**src/hdl/pfd_pkg.sv**
```systemverilog
`timescale 1ns / 1ps
`default_nettype none

package pfd_pkg;

  localparam int LW = 5;
  localparam int SIDE = 5;
  localparam int CELLS = 25;
  localparam int ALPHA = 26;

  typedef logic [LW-1:0] letter_t;
  typedef logic [2:0] coord_t;

  localparam letter_t LETTER_I = 5'd8;
  localparam letter_t LETTER_J = 5'd9;
  localparam letter_t LETTER_Z = 5'd25;

  localparam logic [1:0] CMD_CLEAR   = 2'd0;
  localparam logic [1:0] CMD_ADD     = 2'd1;
  localparam logic [1:0] CMD_FINISH  = 2'd2;
  localparam logic [1:0] CMD_DECRYPT = 2'd3;

  localparam logic [1:0] ST_OK         = 2'd0;
  localparam logic [1:0] ST_INCOMPLETE = 2'd1;
  localparam logic [1:0] ST_SAME       = 2'd2;

  // saturate to Z, fold J into I
  function automatic letter_t canon_cipher(input letter_t v);
    letter_t t;
    t = (v > LETTER_Z) ? LETTER_Z : v;
    if (t == LETTER_J) begin
      t = LETTER_I;
    end
    return t;
  endfunction

  function automatic letter_t cell_of(input coord_t r, input coord_t k);
    return {r[2:0], 2'b00} + {2'b00, r} + {2'b00, k};
  endfunction

  function automatic coord_t row_of(input letter_t c);
    coord_t r;
    r = 3'd0;
    if (c >= letter_t'(SIDE))     r = 3'd1;
    if (c >= letter_t'(2 * SIDE)) r = 3'd2;
    if (c >= letter_t'(3 * SIDE)) r = 3'd3;
    if (c >= letter_t'(4 * SIDE)) r = 3'd4;
    return r;
  endfunction

  function automatic coord_t col_of(input letter_t c);
    letter_t t;
    t = c - cell_of(row_of(c), 3'd0);
    return t[2:0];
  endfunction

  function automatic coord_t prev_of(input coord_t k);
    return (k == 3'd0) ? coord_t'(SIDE - 1) : k - 3'd1;
  endfunction

endpackage

`default_nettype wire

```
**src/hdl/pfd_ram.sv**
```systemverilog
`timescale 1ns / 1ps
`default_nettype none

module pfd_ram #(
  parameter int WIDTH = 5,
  parameter int DEPTH = 25,
  localparam int AW = (DEPTH > 1) ? $clog2(DEPTH) : 1
) (
  input  wire logic             clk,
  input  wire logic             wr_en,
  input  wire logic [AW-1:0]    wr_addr,
  input  wire logic [WIDTH-1:0] wr_data,
  input  wire logic [AW-1:0]    rd_addr,
  output logic      [WIDTH-1:0] rd_data
);

  logic [WIDTH-1:0] mem_r [DEPTH];
  logic [WIDTH-1:0] rd_data_r;

  always_ff @(posedge clk) begin
    if (wr_en) begin
      mem_r[wr_addr] <= wr_data;
    end
    rd_data_r <= mem_r[rd_addr];
  end

  assign rd_data = rd_data_r;

endmodule

`default_nettype wire

```
**src/hdl/playfair_digram_decryptor.sv**
```systemverilog
// Playfair key square builder and digram decryptor.
// Input channel (in_valid/in_ready) carries one command word: clear, add key
// letter, finish square or decrypt digram. Only decrypt returns a word on the
// output channel (out_valid/out_ready): two plain letters and a status.
// Clear and add key letter are done when accepted. Finish walks over the
// 26-letter alphabet, one letter per cycle through the single letter-store
// unit. Decrypt makes two reads of the position memory and then two reads
// of the square memory, each with one read port and registered read data,
// in the steps POS2, CELL, SQ2 and SQ3. A decrypt on an incomplete square or
// with identical letters goes straight to the result step SQ3.
// in_ready is high only between commands; one command is worked at a time.
// The result sits in an output register; when the receiver stalls, the next
// decrypt holds in its last step until the register frees, and no other
// command is taken while it holds.
// Reset empties the square (present flags and fill count); the memories keep
// stale contents that are never used before they are rewritten.
`timescale 1ns / 1ps
`default_nettype none

module playfair_digram_decryptor (
  input  wire logic       clk,
  input  wire logic       rst_n,
  input  wire logic       in_valid,
  output logic            in_ready,
  input  wire logic [1:0] in_command,
  input  wire logic [4:0] in_letter_first,
  input  wire logic [4:0] in_letter_second,
  output logic            out_valid,
  input  wire logic       out_ready,
  output logic [4:0]      out_plain_first,
  output logic [4:0]      out_plain_second,
  output logic [1:0]      out_status
);

  localparam logic [2:0] S_IDLE = 3'd0;
  localparam logic [2:0] S_FILL = 3'd1;
  localparam logic [2:0] S_POS2 = 3'd2;
  localparam logic [2:0] S_CELL = 3'd3;
  localparam logic [2:0] S_SQ2  = 3'd4;
  localparam logic [2:0] S_SQ3  = 3'd5;

  logic [2:0] state_r, state_nxt;
  logic [4:0] fill_r;
  logic [pfd_pkg::ALPHA-1:0] present_r;
  pfd_pkg::letter_t k_r, y_r, c1_r, d2_r, p1_r;
  logic [1:0] stat_r;
  logic out_valid_r;
  pfd_pkg::letter_t out_first_r, out_second_r;
  logic [1:0] out_status_r;

  logic in_fire;
  logic out_free;
  pfd_pkg::letter_t src, sv, pidx;
  logic src_ok, store_en;
  pfd_pkg::letter_t x, y;
  logic [1:0] dec_stat;
  pfd_pkg::letter_t pos_rd_addr, pos_rd_data, sq_rd_addr, sq_rd_data;
  pfd_pkg::coord_t r1, k1, r2, k2;
  pfd_pkg::letter_t d1, d2;

  assign in_ready = (state_r == S_IDLE);
  assign in_fire = in_valid && in_ready;
  assign out_free = !out_valid_r || out_ready;

  // shared letter-store unit
  always_comb begin
    src = (state_r == S_FILL) ? k_r : in_letter_first;
    sv = (src == pfd_pkg::LETTER_J) ? pfd_pkg::LETTER_I : src;
    src_ok = (src < pfd_pkg::letter_t'(pfd_pkg::ALPHA));
    pidx = src_ok ? sv : 5'd0;
    store_en = ((in_fire && (in_command == pfd_pkg::CMD_ADD)) || (state_r == S_FILL))
               && src_ok && !present_r[pidx]
               && (fill_r < 5'(pfd_pkg::CELLS));
  end

  always_comb begin
    x = pfd_pkg::canon_cipher(in_letter_first);
    y = pfd_pkg::canon_cipher(in_letter_second);
    if (fill_r < 5'(pfd_pkg::CELLS)) begin
      dec_stat = pfd_pkg::ST_INCOMPLETE;
    end else if (x == y) begin
      dec_stat = pfd_pkg::ST_SAME;
    end else begin
      dec_stat = pfd_pkg::ST_OK;
    end
  end

  always_comb begin
    r1 = pfd_pkg::row_of(c1_r);
    k1 = pfd_pkg::col_of(c1_r);
    r2 = pfd_pkg::row_of(pos_rd_data);
    k2 = pfd_pkg::col_of(pos_rd_data);
    if (r1 == r2) begin
      d1 = pfd_pkg::cell_of(r1, pfd_pkg::prev_of(k1));
      d2 = pfd_pkg::cell_of(r2, pfd_pkg::prev_of(k2));
    end else if (k1 == k2) begin
      d1 = pfd_pkg::cell_of(pfd_pkg::prev_of(r1), k1);
      d2 = pfd_pkg::cell_of(pfd_pkg::prev_of(r2), k2);
    end else begin
      d1 = pfd_pkg::cell_of(r1, k2);
      d2 = pfd_pkg::cell_of(r2, k1);
    end
  end

  assign pos_rd_addr = (state_r == S_IDLE) ? x : y_r;
  assign sq_rd_addr = (state_r == S_CELL) ? d1 : d2_r;

  pfd_ram #(.WIDTH(pfd_pkg::LW), .DEPTH(pfd_pkg::ALPHA)) u_pos_ram (
    .clk     (clk),
    .wr_en   (store_en),
    .wr_addr (sv),
    .wr_data (fill_r),
    .rd_addr (pos_rd_addr),
    .rd_data (pos_rd_data)
  );

  pfd_ram #(.WIDTH(pfd_pkg::LW), .DEPTH(pfd_pkg::CELLS)) u_sq_ram (
    .clk     (clk),
    .wr_en   (store_en),
    .wr_addr (fill_r),
    .wr_data (sv),
    .rd_addr (sq_rd_addr),
    .rd_data (sq_rd_data)
  );

  always_comb begin
    state_nxt = state_r;
    unique case (state_r)
      S_IDLE: begin
        if (in_fire) begin
          unique case (in_command)
            pfd_pkg::CMD_FINISH: state_nxt = S_FILL;
            pfd_pkg::CMD_DECRYPT: state_nxt = (dec_stat == pfd_pkg::ST_OK) ? S_POS2 : S_SQ3;
            default: state_nxt = S_IDLE;
          endcase
        end
      end
      S_FILL: begin
        if (k_r == pfd_pkg::letter_t'(pfd_pkg::ALPHA - 1)) begin
          state_nxt = S_IDLE;
        end
      end
      S_POS2: state_nxt = S_CELL;
      S_CELL: state_nxt = S_SQ2;
      S_SQ2: state_nxt = S_SQ3;
      S_SQ3: begin
        if (out_free) begin
          state_nxt = S_IDLE;
        end
      end
      default: state_nxt = S_IDLE;
    endcase
  end

  always_ff @(posedge clk) begin
    if (!rst_n) begin
      state_r <= S_IDLE;
      fill_r <= 5'd0;
      present_r <= '0;
      out_valid_r <= 1'b0;
    end else begin
      state_r <= state_nxt;
      if (in_fire && (in_command == pfd_pkg::CMD_CLEAR)) begin
        fill_r <= 5'd0;
        present_r <= '0;
      end else if (store_en) begin
        fill_r <= fill_r + 5'd1;
        present_r[pidx] <= 1'b1;
      end
      if ((state_r == S_SQ3) && out_free) begin
        out_valid_r <= 1'b1;
      end else if (out_ready) begin
        out_valid_r <= 1'b0;
      end
    end
  end

  always_ff @(posedge clk) begin
    if (in_fire) begin
      k_r <= 5'd0;
      y_r <= y;
      stat_r <= dec_stat;
    end else if (state_r == S_FILL) begin
      k_r <= k_r + 5'd1;
    end
    if (state_r == S_POS2) begin
      c1_r <= pos_rd_data;
    end
    if (state_r == S_CELL) begin
      d2_r <= d2;
    end
    if (state_r == S_SQ2) begin
      p1_r <= sq_rd_data;
    end
    if ((state_r == S_SQ3) && out_free) begin
      out_status_r <= stat_r;
      out_first_r <= (stat_r == pfd_pkg::ST_OK) ? p1_r : 5'd0;
      out_second_r <= (stat_r == pfd_pkg::ST_OK) ? sq_rd_data : 5'd0;
    end
  end

  assign out_valid = out_valid_r;
  assign out_plain_first = out_first_r;
  assign out_plain_second = out_second_r;
  assign out_status = out_status_r;

  a_fill_bound: assert property (@(posedge clk) disable iff (!rst_n)
    fill_r <= 5'(pfd_pkg::CELLS))
    else $error("fill count beyond square size");

  a_fill_count: assert property (@(posedge clk) disable iff (!rst_n)
    $countones(present_r) == int'(fill_r))
    else $error("present flags disagree with fill count");

  a_dec_busy: assert property (@(posedge clk) disable iff (!rst_n)
    (in_fire && (in_command == pfd_pkg::CMD_DECRYPT)) |=> !in_ready)
    else $error("ready during decrypt");

  a_result_state: assert property (@(posedge clk) disable iff (!rst_n)
    $rose(out_valid_r) |-> ($past(state_r) == S_SQ3))
    else $error("result raised outside result step");

endmodule

`default_nettype wire
```
**config.mk**
```make
export PLATFORM = sky130hd
export DESIGN_NAME = playfair_digram_decryptor
export DESIGN_NICKNAME = d
export VERILOG_FILES = /design/src/hdl/pfd_pkg.sv /design/src/hdl/pfd_ram.sv /design/src/hdl/playfair_digram_decryptor.sv
export SDC_FILE = /design/constraint.sdc
export NUM_CORES = 1
export LEC_CHECK = 0
export BUFFER_PORTS_ARGS = -buffer_cell sky130_fd_sc_hd__buf_2
export CORE_UTILIZATION = 57
export CTS_CLUSTER_DIAMETER = 60
export DETAILED_ROUTE_END_ITERATION = 10
export PLACE_DENSITY_LB_ADDON = 0.05
export SLEW_MARGIN = 30
export SYNTH_ARGS = -nofsm -noshare
export SYNTH_HDL_FRONTEND = slang
export SYNTH_SLANG_ARGS = --single-unit
```
**constraint.sdc**
```tcl
create_clock -name clk -period 16.03 [get_ports clk]
set_input_delay 0.8015 -clock clk [delete_from_list [all_inputs] [get_ports clk]]
set_output_delay 0.8015 -clock clk [all_outputs]
set_load 0.02 [all_outputs]
```
# == After elaboration in Yosys (flattened, before gate mapping) ==
# Memories as Yosys holds them, arrays and structs flattened. A register that Yosys moved wholly into a read port is not among the register bits.
# Index checks and enable logic that the tools add are counted.
# op_classes
n_addsub,18
n_mul,0
n_div,0
n_lt_le_gt_ge,14
n_eq_ne,18
n_shift,0
mux,41
bitwise,2
reduce_logical,23
# ops
cell,n
$mux 5,13
$add 5x3->5,10
$mux 3,14
$or 26x26->26,1
$ge 5x4->1 const B,4
$pmux 3 s6,1
$eq 5x4->1 const B,3
$logic_not 3->1,5
$sub 3x1->3 const B,4
$add 5x1->5 const B,2
$ge 5x3->1 const B,2
$ge 5x5->1 const B,2
$gt 5x5->1 const B,2
$lt 5x5->1 const B,2
$logic_and 1x1->1,8
$mux 1,8
$eq 3x2->1 const B,2
$eq 3x3->1,2
$eq 3x3->1 const B,2
$logic_not 2->1,3
$lt 5x6->1 const B,1
$pmux 3 s2,1
$sub 3x3->3,2
$bmux 1 s5,1
other kinds (16),21
# word_totals
regBits,74
latch_bits,0
ram_bits,255
romBits,0
input_bits,16
out_inout_bits,14
word_cells,131
mem_count,2
# memory_table
memory,depth,word_bits,rd,rd_ports_with_merged_regs,write_ports,line,source
u_pos_ram.mem_r,26,5,1,1,1,pfd_ram.sv:17,logic [WIDTH-1:0] mem_r [DEPTH];
u_sq_ram.mem_r,25,5,1,1,1,pfd_ram.sv:17,

# == Depth between registers and ports, before layout ==
# Gate-level depths: netlist (run 1).
# logic_depth
depth_word,12
mapped_depth,26
mapped_depth_nobuf,23

# == Hierarchy ==
# From an unflattened synthesis (run 1), not the netlist that was laid out.
# hier_totals
cells_unflattened,1162
hier_area_um2,15536.2
# by_module_without_submodules
module,n_inst,cells_per_inst,area_per_inst_um2,seq_area_each_um2
pfd_ram (u_pos_ram),1,315,5365.1,4003.8
playfair_digram_decryptor,1,575,5092.4,1821.7
pfd_ram (u_sq_ram),1,272,5078.6,3853.7

# == Least setup slack after synthesis (run 1) ==
# OpenSTA, ideal clock, no wires.
# synth_timing
path_type,reg-to-reg
startpoint,reg c1_r[2]
endpoint,"reg u_sq_ram.rd_data_r[3] (netlist: u_sq_ram.rd_data[3]), read port of u_sq_ram.mem_r"
setup_ns,0.117
t_arrival_ns,5.263
required_ns,15.913
slack_ns,10.650
path_stages_with_launch,23
n_path_buf,2
synth_period_minus_slack_ns,5.380
cell_sequence,edfxtp_1 buf_2 or3b_2 o21ai_1 inv_1 fa_1 or3b_2 o311a_1 and3_4 buf_6 inv_2 fa_1 inv_1 ha_1 a21o_1 a21oi_1 xor2_1 o31a_1 a22o_1 or2_2 o22a_1 o311a_1 o22a_1
# synth_via
elab_chain_len,12
elab_cells_between_ends,25
classes_between,8 x add/sub; 4 x order compare; 2 x eq/ne; 9 x mux; 2 x reduce/logical
# synth_lines
element,line,source
start: declaration,playfair_digram_decryptor.sv:45,"pfd_pkg::letter_t k_r, y_r, c1_r, d2_r, p1_r;"
start signal: assignment,playfair_digram_decryptor.sv:187,c1_r <= pos_rd_data;
$ge 5x3->1,pfd_pkg.sv:44,if (c >= letter_t'(SIDE)) r = 3'd1;
$mux 1,pfd_pkg.sv:44,
$mux 3,pfd_pkg.sv:45,if (c >= letter_t'(2 * SIDE)) r = 3'd2;
$mux 3,pfd_pkg.sv:46,if (c >= letter_t'(3 * SIDE)) r = 3'd3;
$mux 3,pfd_pkg.sv:47,if (c >= letter_t'(4 * SIDE)) r = 3'd4;
"$add 5x3->5, or another cell as far along",pfd_pkg.sv:38,"return {r[2:0], 2'b00} + {2'b00, r} + {2'b00, k};"
$sub 3x3->3 or $mux 3 (tied branches),"pfd_pkg.sv:53, pfd_pkg.sv:58",
"$sub 3x1->3, or another cell as far along",pfd_pkg.sv:58,return (k == 3'd0) ? coord_t'(SIDE - 1) : k - 3'd1;
$mux 3 or $add 5x3->5 (tied branches),"pfd_pkg.sv:58, pfd_pkg.sv:38",
$add 5x3->5 or $mux 5 (tied branches),"pfd_pkg.sv:38, playfair_digram_decryptor.sv:96",
$mux 5 (*),playfair_digram_decryptor.sv:93,if (r1 == r2) begin
$mux 5 (*),playfair_digram_decryptor.sv:106,assign sq_rd_addr = (state_r == S_CELL) ? d1 : d2_r;
end: declaration,pfd_ram.sv:18,logic [WIDTH-1:0] rd_data_r;
# Every way passes the cells marked *; elsewhere a longest branch is shown, timed or not.
# A chain may end at the register's enable or synchronous reset.

# == Final worst setup path (run 1) ==
# layout_timing
startpoint,reg state_r[0]
endpoint,"mem u_pos_ram.mem_r[23][2], enable pin"
# layout_via
elab_chain_len,12
elab_cells_between_ends,18
classes_between,1 x order compare; 2 x eq/ne; 7 x mux; 8 x reduce/logical
# layout_lines
element,line,source
start: declaration,playfair_digram_decryptor.sv:42,"logic [2:0] state_r, state_nxt;"
start signal: assignment,playfair_digram_decryptor.sv:162,state_r <= state_nxt;
$eq 3x1->1 (*),playfair_digram_decryptor.sv:67,src = (state_r == S_FILL) ? k_r : in_letter_first;
$mux 5 (*),playfair_digram_decryptor.sv:67,
$eq 5x4->1,playfair_digram_decryptor.sv:68,sv = (src == pfd_pkg::LETTER_J) ? pfd_pkg::LETTER_I : src;
$mux 5 (*),playfair_digram_decryptor.sv:68,
named net sv[3],playfair_digram_decryptor.sv:53,"pfd_pkg::letter_t src, sv, pidx;"
$mux 5,playfair_digram_decryptor.sv:70,pidx = src_ok ? sv : 5'd0;
$bmux 1 s5,playfair_digram_decryptor.sv:72,&& src_ok && !present_r[pidx]
$mux 1 (implied by the code),playfair_digram_decryptor.sv:72,
$logic_not 1->1,playfair_digram_decryptor.sv:72,
$logic_and 1x1->1,playfair_digram_decryptor.sv:72,
$logic_and 1x1->1,playfair_digram_decryptor.sv:73,&& (fill_r < 5'(pfd_pkg::CELLS));
$mux 1,pfd_ram.sv:21,if (wr_en) begin
$mux 1 (implied by the code),pfd_ram.sv:22,mem_r[wr_addr] <= wr_data;
end: declaration,pfd_ram.sv:17,
# The timed path passes the listed nets; every way through them passes the cells marked *. The select of a mux whose other input is x is not followed.

==> results of run 1 <==
==> cell type report <==
type / count / area [um^2]
sequential: 339 / 9680
timing repair buffer: 45 / 265
clock inverter: 11 / 82.6
tap: 335 / 419
clock buffer: 53 / 1030
inverter: 39 / 146
antenna: 2 / 5.00
multi-input combinational: 701 / 5540
fill: 1897 / 9190
==> cells in the final DEF (no fill, tap or decap), types with 16 or more instances in the layout <==
cell | synthesis | routed
buf_2 | 11 | 29
nand2_1 | 80 | 80
dfxtp_1 | 50 | 49
ha_1 | 28 | 28
edfxtp_1 | 289 | 289
buf_4 | 3 | 16
and2_1 | 35 | 35
clkbuf_16 | 0 | 38
nor2_1 | 85 | 84
inv_1 | 35 | 33
a21oi_1 | 57 | 56
o21a_1 | 29 | 29
nand3_1 | 19 | 19
mux2i_1 | 30 | 28
mux4_2 | 39 | 39
o21ai_0 | 30 | 29
==> cells in the mapped netlist (all sizes together) (9+ instances only) <==
cell type | instances | area share [%]
o211ai | 9 | 0.44
ha | 28 | 2.3
nand2 | 82 | 2.0
a21oi | 57 | 1.8
xor2 | 15 | 0.85
fa | 10 | 1.3
o21ai | 34 | 1.2
mux4 | 39 | 5.7
a211oi | 9 | 0.47
dfxtp | 50 | 6.5
xnor2 | 15 | 0.85
nand2b | 14 | 0.57
inv | 38 | 0.92
a221oi | 17 | 1.0
and2 | 35 | 1.4
mux2 | 13 | 0.95
nand3 | 21 | 0.74
mux2i | 33 | 2.3
clkbuf | 32 | 0.78
nor4 | 12 | 0.58
buf | 22 | 0.99
edfxtp | 289 | 56
nor3 | 19 | 0.61
o21a | 29 | 1.4
nor2 | 86 | 2.1
==> power breakdown <==
part | internal (mW) | switching [mW]
registers | 0.979 | 0.0119
logic | 0.145 | 0.239
clock network | 0.448 | 0.327
==> critical path, cell delays in order (launching register included) <==
cell	delay, ps
dfxtp_1	510
nor3b_4	700
mux2i_1	670
inv_2	470
nand2_2	220
o21ai_4	140
inv_2	480
mux2_1	380
a221o_1	300
a21oi_1	120
a211o_1	140
nand2_1	510
nor3_1	940
==> how the worst max path moves through the flow <==
stage	depth (start not counted)	to	slack, ps
3_3_place_gp	20	u_sq_ram.rd_data[3]	10290
2_1_floorplan	22	u_sq_ram.rd_data[3]	10650
5_1_grt	12	u_pos_ram.mem_r[23][4]	9660
6_report	12	u_pos_ram.mem_r[23][2]	10020
3_5_place_dp	12	u_pos_ram.mem_r[11][2]	10110
4_1_cts	20	u_sq_ram.rd_data[3]	10100
==> layer usage <==
layer | global-route usage, % | up-vias
li1 | - | 4387
met1 | 34.1 | 4755
met2 | 42.5 | 310
met3 | 3.23 | 56
met4 | 8.17 | 0
met5 | 0 | -
==> cells by family (layout without fill, tap and decap cells) <==
| logic type | count (synthesis) | in the layout |
|---|---|---|
| xor gates and xnor gates | 30 | 30 |
| DFF | 339 | 339 |
| muxes | 85 | 85 |
| other | 1 | 7 |
| buffers and inverters | 93 | 148 |
| AOI/OAI and AO/OA | 234 | 234 |
| and+or+nand+nor | 309 | 309 |
| adders and majority gates | 38 | 38 |
==> metrics by stage <==
step	instance area, um^2	utilization (%)	worst slack [ps]	hold WS, ps
4_1_cts	17100	65.0	10100	431
3_5_place_dp	16000	60.8	10110	416
6_report	17200	65.1	10020	430
3_3_place_gp	16000	60.6	10290	420
2_1_floorplan	15500	-	10650	400
5_1_grt	17200	65.1	9660	446
==> results.toml, run 1 <==
[floorplanning]
fp.coreArea_um2 = 26400
start_util_pct = 58.8
die-area_um2 = 27800
die_y_um = 167
ioPinCount = 30
rows = 59
die_w_um = 167

[sta]
rsz0062_at_grt = "false"
fin_crit_ps = 6010
finalCritPeriodShare_pct = 37.5
setup_violations = 0
fin_skew_ps = 24.8
worst_pin_slew_ps = 924
slew_viol_final = 0
fin_tns_setup_ps = 0
slew_headroom_pct = 37.9
fmax_ghz = 0.166
finalHoldViolations = 0

[clock_tree]
clkTransAtPathRegs_ps = 60
post_cts_buffers = 0
clockBufferDepth = 3
numCtsBuffers = 36
cts_tree = "built"
clock_latency_ps = 520
hold_buffers = 0
h-tree-depth = 2
cts_sinks = 339
cts_root_buf = "clkbuf_16"
ctsResizeCount = 0

[pwr]
cellPowerDensity_nw_per_um2 = 125
leakage_nw = 5.80
ir_drop_mv = 0.105
totalPowerFinal_mw = 2.15

[outcome]
outcome = "complete, no violations"

[final_layout]
stdcell_count = 1525
syn_to_final_growth_pct = 10.8
nets = 1216
regMostFlops = "u_pos_ram.mem_r"
largest_reg_flops = 130
drive_gt1_share_pct = 16.8
top_regs = "u_pos_ram.mem_r (130), u_sq_ram.mem_r (125), present_r (26)"

[logic_synthesis]
synth_edf_count = 289
yosys-mux-area-fraction_pct = 8.88
synth_compound_area_share_pct = 10.6
synth_top_family_by_area = "compound AO/OA/AOI/OAI gates"
netlist_instances = 1129
ys_ff_latch = 339
avgSynthCellArea_um2 = 13.7
synth_cell_types = 84
synth_flop_cell = "edfxtp_1"
yosys.area_share.simple_pct = 10.1
synthXorXnorAreaFrac_pct = 1.70
ys_seq_area_share_pct = 62.5
synthArstFlopShare_pct = 0
yosysWarnings = 0
synthesis.area_um2 = 15500
synth_adder_area_share_pct = 3.55

[drt]
num_vias = 9508
highest_layer = "met4"
drtIter0Drc = 791
drc = 0
route.layer.met1.wl_um = 14800
firstDrtPassIters = 5
wl_per_cell_um = 22.6
postRouteAntennaNets = 0
wl_met3_um = 1920
wl_met2_um = 16900
viasPerCell = 6.23
wl_um = 34400

[setup_path]
crit_fanout = 33
critPathLaunch = "state_r[0]"
start_kind = "register"
reg2reg_depth = 12
r2r-start = "state_r[0]"
worstSetupPathType = "register to register"
worstPathRequired_ps = 16160
cp-end-kind = "register"
r2r_slack_ps = 10020
reg2reg_to = "u_pos_ram.mem_r[23][2]"
worstPathArrival_ps = 6150

[grt]
grt_usage_pct = 25.2
grt_max_degree = 49
antenna_found_initial = 1
grt_overflow = 0
grt_pass1_wl_um = 53500
grt_pass1_vias = 9344

[hold_path]
min_path_type = "register to register"
min_from = "u_sq_ram.rd_data[1]"
worstHoldEndpoint = "p1_r[1]"
hold_depth = 0

[place]
dp_cells = 1459
hpwl_um = 22500
io_buffers = 29
gp_congestion = 0.885

[job]
drv_cap = 0
Power figures use the tool's default switching activity.
==> inputs of run 2 (changes only) <==
==> constraint.sdc (replaced) <==
create_clock -name clk -period 5.5 [get_ports clk]
set_input_delay 0.275 -clock clk [delete_from_list [all_inputs] [get_ports clk]]
set_output_delay 0.275 -clock clk [all_outputs]
set_load 0.02 [all_outputs]
==> run 2 against run 1 <==
  * Clock power grew to 3.1 times the previous value
  * Final cell count is 3.1% higher
  * Critical path depth is 9 higher
  * Critical endpoint is now u_sq_ram.rd_data[3]
  * Largest power group unchanged
==> results.toml, run 2 (synthesized netlist as in run 1, its figures left out) <==
[setup_path]
path_buf_inv = 4
cp_slowest_cell = "or3b_2"
start_kind = "register"
worstPathArrival_ps = 5670
cpPeakStageDelay_ps = 470
worstPathRequired_ps = 5900
crit_chain = "buf_4 > or3b_2 > o21ai_1 > inv_2 > fa_2 > or3b_2 > o311a_1 > and3_4 > inv_2 > fa_1 > inv_1 > ha_1 > a21o_1 > a21oi_1 > xor2_1 > o31a_1 > a22o_1 > or2_2 > o22a_1 > o311a_1 > o22a_1"
r2r_slack_ps = 240
cp_top_family = "compound AO/OA/AOI/OAI gates"
crit_fanout = 7
cp-end-kind = "register"
worstSetupPathType = "register to register"

[sta]
fin_crit_ps = 5260
setup_violations = 0
fin_skew_ps = 22.5
rsz0062_at_grt = "false"
worst_pin_slew_ps = 983
slew_viol_final = 0
setup_slack_ps = 235
slew_headroom_pct = 32.6
fmax_ghz = 0.190
finalHoldViolations = 0
finalCritPeriodShare_pct = 95.7
fin_tns_setup_ps = 0

[drt]
drc = 0
num_vias = 9563
drtIter0Drc = 755
wl_um = 34100
viasPerCell = 6.08
firstDrtPassIters = 5
wl_per_cell_um = 21.7
postRouteAntennaNets = 0

[clock_tree]
numCtsBuffers = 37
hold_buffers = 0
clockBufferDepth = 3
h-tree-depth = 2
cts_sinks = 339
cts_tree = "built"
clock_latency_ps = 520
cts_root_buf = "clkbuf_16"
clkTransAtPathRegs_ps = 60

[final_layout]
nFillCells = 1912
syn_to_final_growth_pct = 13.5
top_regs = "u_pos_ram.mem_r (130), u_sq_ram.mem_r (125), present_r (26)"
nets = 1263
largest_reg_flops = 130
regMostFlops = "u_pos_ram.mem_r"
final_common_cell = "edfxtp_1"
multi_input_area_um2 = 5500
regArea_um2 = 9680
drive_gt1_share_pct = 19.2
layout_common_cells = "edfxtp_1 (289), nor2_1 (84), nand2_1 (80)"

[place]
io_buffers = 29
place_ws_ps = 132
hpwl_um = 22900
gp_congestion = 0.882

[grt]
grt_pass1_vias = 9522
grt_max_degree = 37
antenna_found_initial = 1
grt_pass1_wl_um = 53700
grt_overflow = 0
grt_usage_pct = 25.2

[floorplanning]
fp.coreArea_um2 = 26400
die-area_um2 = 27800
rows = 59
start_util_pct = 58.8
die_y_um = 167
ioPinCount = 30
die_w_um = 167

[pwr]
cellPowerDensity_nw_per_um2 = 363
leakage_nw = 6.10
ir_drop_mv = 0.285

[hold_path]
min_path_type = "input port to register"

[outcome]
outcome = "complete, no violations"

[job]
drv_cap = 0
run 2: changes by cell type in the layout (fill, tap and decap cells not counted), moves of 2 or more:
cell / before / now
buf_4: 16 / 59
clkbuf_1: 13 / 7
buf_12: 0 / 2
clkinv_2: 4 / 6
nor3_1: 12 / 18
clkinv_4: 2 / 0
clkinv_1: 2 / 6
inv_6: 2 / 4
nor4_2: 8 / 0
nor4_1: 3 / 11
clkbuf_8: 2 / 4
nor3_2: 7 / 0
mux2i_4: 1 / 3
mux2i_2: 4 / 2
run 2: metal layers:
layer	up-vias	wire [um]	GRT usage [%]
met4	0	991	8.37
met2	288	17000	43.1
met3	70	1850	4.06
li1	4486	-	-
met1	4719	14300	33.1
met5	-	0	0
run 2: worst register-to-register path: cells and delay by family (launching register included):
family	cells	cell delay, ps
XOR/XNOR	1	90
flip-flops	1	420
buffers and inverters	4	520
adder cells (fa/ha/maj)	3	1080
AND/OR/NAND/NOR	4	1450
AO/OA/AOI/OAI	9	1590
run 2: path summary, 6_finish.rpt:
path                  startpoint             endpoint  cells past startpoint
max                      c1_r[3]  u_sq_ram.rd_data[3]                     21
min          in_letter_second[4]               y_r[4]                      1
max reg2reg              c1_r[3]  u_sq_ram.rd_data[3]                     21
min reg2reg  u_sq_ram.rd_data[1]              p1_r[1]                      0
run 2: cell type report:
class                      instances  share of cell area [%]
clock inverter                    17                   0.712
clock buffer                      50                    6.01
timing repair buffer              91                    3.73
tap                              335                    2.38
sequential                       339                    55.1
antenna                            1                  0.0142
multi-input combinational        701                    31.3
inverter                          39                   0.833
run 2: metrics by stage:
stage	util (%)	power (mW)	hold slack, ps	std cells	cell area, um^2
floorplan	-	3.74	397	1133	15500
global placement	61.9	4.02	413	1501	16300
detailed placement	61.9	4.04	412	1501	16300
CTS	66.4	6.41	3.04	1568	17500
global route	66.7	6.65	9.26	1572	17600
finish	66.7	6.39	11.2	1573	17600
run 2: where the power goes:
group / leakage, nW / internal (mW) / switching (mW) / total, mW
Sequential: 2.96 / 2.85 / 0.0439 / 2.90
Combinational: 2.55 / 0.439 / 0.667 / 1.11
Clock: 0.587 / 1.41 / 0.980 / 2.38
run 2: timing repair:
action | in CTS | in global routing
resized for setup | 0 | 5
buffers inserted | 0 | 3
endpoints found under the setup margin | 0 | 5
endpoints found under the hold margin | 0 | 0
==> inputs of run 3 (changes only) <==
--- a/config.mk
+++ b/config.mk
@@ -5,6 +5,7 @@
 export SDC_FILE = /design/constraint.sdc
 export NUM_CORES = 1
 export LEC_CHECK = 0
+export ABC_AREA = 1
 export BUFFER_PORTS_ARGS = -buffer_cell sky130_fd_sc_hd__buf_2
 export CORE_UTILIZATION = 57
 export CTS_CLUSTER_DIAMETER = 60
==> run 3 against run 2 <==
  * Die area up 3.8%
  * Final cell count up 32%
  * Wire length increased by 9.6%
  * Critical path type unchanged
  * Largest power group is now combinational cells
==> results.toml, run 3 <==
[logic_synthesis]
synth_cell_types = 47
synth_flop_cell = "edfxtp_1"
synthArstFlopShare_pct = 0
synth_edf_count = 289
ys_ff_latch = 339
synthesis.area_um2 = 16100
synth_top_area_share_pct = 53.9
synth_area_leaders = "edfxtp_1 (54%), nand3_1 (6.8%), dfxtp_1 (6.2%), nand2_1 (5.5%), inv_1 (5.1%)"
synth_common_cells = "edfxtp_1 (289), nand2_1 (237), inv_1 (217), nand3_1 (217), nor2_1 (210)"
yosysWarnings = 0
synth.most_common_cell = "edfxtp_1"
netlist_instances = 1638
yosysTopAreaCell = "edfxtp_1"
ys_seq_area_share_pct = 60.2
avgSynthCellArea_um2 = 9.82

[clock_tree]
clkTransAtPathRegs_ps = 60
ctsResizeCount = 0
clock_latency_ps = 520
hold_buffers = 2
cts_root_buf = "clkbuf_16"
cts_sinks = 339
h-tree-depth = 2
post_cts_buffers = 0
cts_tree = "built"
clockBufferDepth = 3
numCtsBuffers = 36

[floorplanning]
die-area_um2 = 28900
die_y_um = 170
die_w_um = 170
start_util_pct = 57.9
ioPinCount = 30
fp.coreArea_um2 = 27800
rows = 61

[sta]
setup_violations = 0
finalHoldViolations = 0
fin_skew_ps = 21.9
worst_pin_slew_ps = 961
fin_crit_ps = 4970
slew_viol_final = 0
fmax_ghz = 0.201
rsz0062_at_grt = "false"
setup_slack_ps = 532
finalCritPeriodShare_pct = 90.3
fin_tns_setup_ps = 0
slew_headroom_pct = 35.8

[drt]
drc = 0
postRouteAntennaNets = 0
num_vias = 11483
wl_um = 37400
firstDrtPassIters = 5
drtIter0Drc = 1030
viasPerCell = 5.54
wl_per_cell_um = 18.0

[pwr]
clkPwrFrac_pct = 25.8
power_frac_comb_pct = 38.8
seqPwrFrac_pct = 35.4
switching_power_mw = 3.46
ir_drop_mv = 0.334
p_int_mw = 5.55
swShare_pct = 38.4
cellPowerDensity_nw_per_um2 = 507
leakage_nw = 7.16

[grt]
grt_overflow = 0
grt_pass1_wl_um = 58200
grt_max_degree = 66
grt_pass1_vias = 10771
grt_usage_pct = 26.2
antenna_found_initial = 0

[final_layout]
syn_to_final_growth_pct = 10.5
drive_gt1_share_pct = 9.08
top_regs = "u_pos_ram.mem_r (130), u_sq_ram.mem_r (125), present_r (26)"
diodes = 0
regArea_um2 = 9680
largest_reg_flops = 130
layout_common_cells = "edfxtp_1 (289), nand2_1 (234), inv_1 (217), nand3_1 (217), nor2_1 (209)"
final_common_cell = "edfxtp_1"
nFillCells = 2379
multi_input_area_um2 = 5270
regMostFlops = "u_pos_ram.mem_r"
nets = 1723

[setup_path]
cp_top_family = "simple AND/OR/NAND/NOR gates"
worstSetupPathType = "register to register"
path_buf_inv = 6
crit_fanout = 16
cp-end-kind = "register"
cpPeakStageDelay_ps = 500
critPathMostFrequentCell = "nand2_1"
worstPathArrival_ps = 5430
cp_slowest_cell = "fa_1"
start_kind = "register"
worstPathRequired_ps = 5960

[place]
io_buffers = 29
hpwl_um = 24900
gp_congestion = 0.887
place_ws_ps = 616

[outcome]
outcome = "complete, no violations"

[hold_path]
min_path_type = "input port to register"

[job]
drv_cap = 0
run 3: cell types whose count changed after synthesis, moves of 12 or more:
cell and delta:
a221oi_1 -15, and2_1 -35, inv_1 +182, mux2_2 -12, mux2i_1 -30, mux4_2 -39, nand2_1 +157, nand2b_1 -14
nand3_1 +198, nor2_1 +125, o21a_1 -23, o21ai_0 +73, o221ai_1 +21
run 3: final timing paths:
check,slack (ps),endpoint,cells past startpoint,from
max,530,u_sq_ram.rd_data[2],26,c1_r[3]
min,60,state_r[2],3,rst_n
max reg2reg,530,u_sq_ram.rd_data[2],26,c1_r[3]
min reg2reg,430,present_r[9],2,present_r[9]
run 3: area by class of cell:
class / count / area share (%)
Timing Repair Buffer: 56 / 2.05
Clock inverter: 16 / 0.957
Sequential cell: 339 / 54.4
Tap cell: 378 / 2.66
Inverter: 234 / 4.95
Multi-Input combinational cell: 1002 / 29.6
Clock buffer: 49 / 5.34
run 3: tightest hold or removal path: cells and delay by family:
family	cells	cell delay, ps
AOI/OAI and AO/OA	2	130
buffers and inverters	1	110
run 3: logic make-up (layout without fill, tap and decap cells):
kind of cell / after synthesis / count (layout) / synth area share, %
DFF: 339 / 339 / 60.2
adders and majority gates: 38 / 38 / 3.42
AOI/OAI and AO/OA: 222 / 222 / 8.26
xor gates and xnor gates: 20 / 20 / 1.09
other: 1 / 5 / 0.0233
and+or+nand+nor: 717 / 717 / 19.7
buffers and inverters: 301 / 355 / 7.37
run 3: power groups by stage:
stage	Clock [mW]	Sequential, mW	Combinational [mW]
2_1_floorplan	0	3.27	2.46
3_3_place_gp	0	3.24	3.45
3_5_place_dp	0	3.24	3.46
4_1_cts	2.35	3.19	3.49
5_1_grt	2.45	3.20	3.88
6_report	2.32	3.19	3.50
run 3: per-stage QoR:
step | cell area (um^2) | cells | power [mW] | utilization (%) | hold WS [ps]
floorplan | 16100 | 1642 | 5.73 | - | 408
global route | 17800 | 2074 | 9.53 | 64.0 | 93.4
finish | 17800 | 2074 | 9.01 | 64.0 | 57.8
detailed placement | 16600 | 2007 | 6.71 | 59.9 | 429
CTS | 17800 | 2074 | 9.03 | 64.0 | 46.6
global placement | 16600 | 2007 | 6.69 | 59.9 | 429
run 3: per-layer routing:
metal  wire (um)  GRT usage, %
met1       16300          34.3
met2       18300          45.2
met3        1790          3.26
met4        1040          8.93
met5           0             0
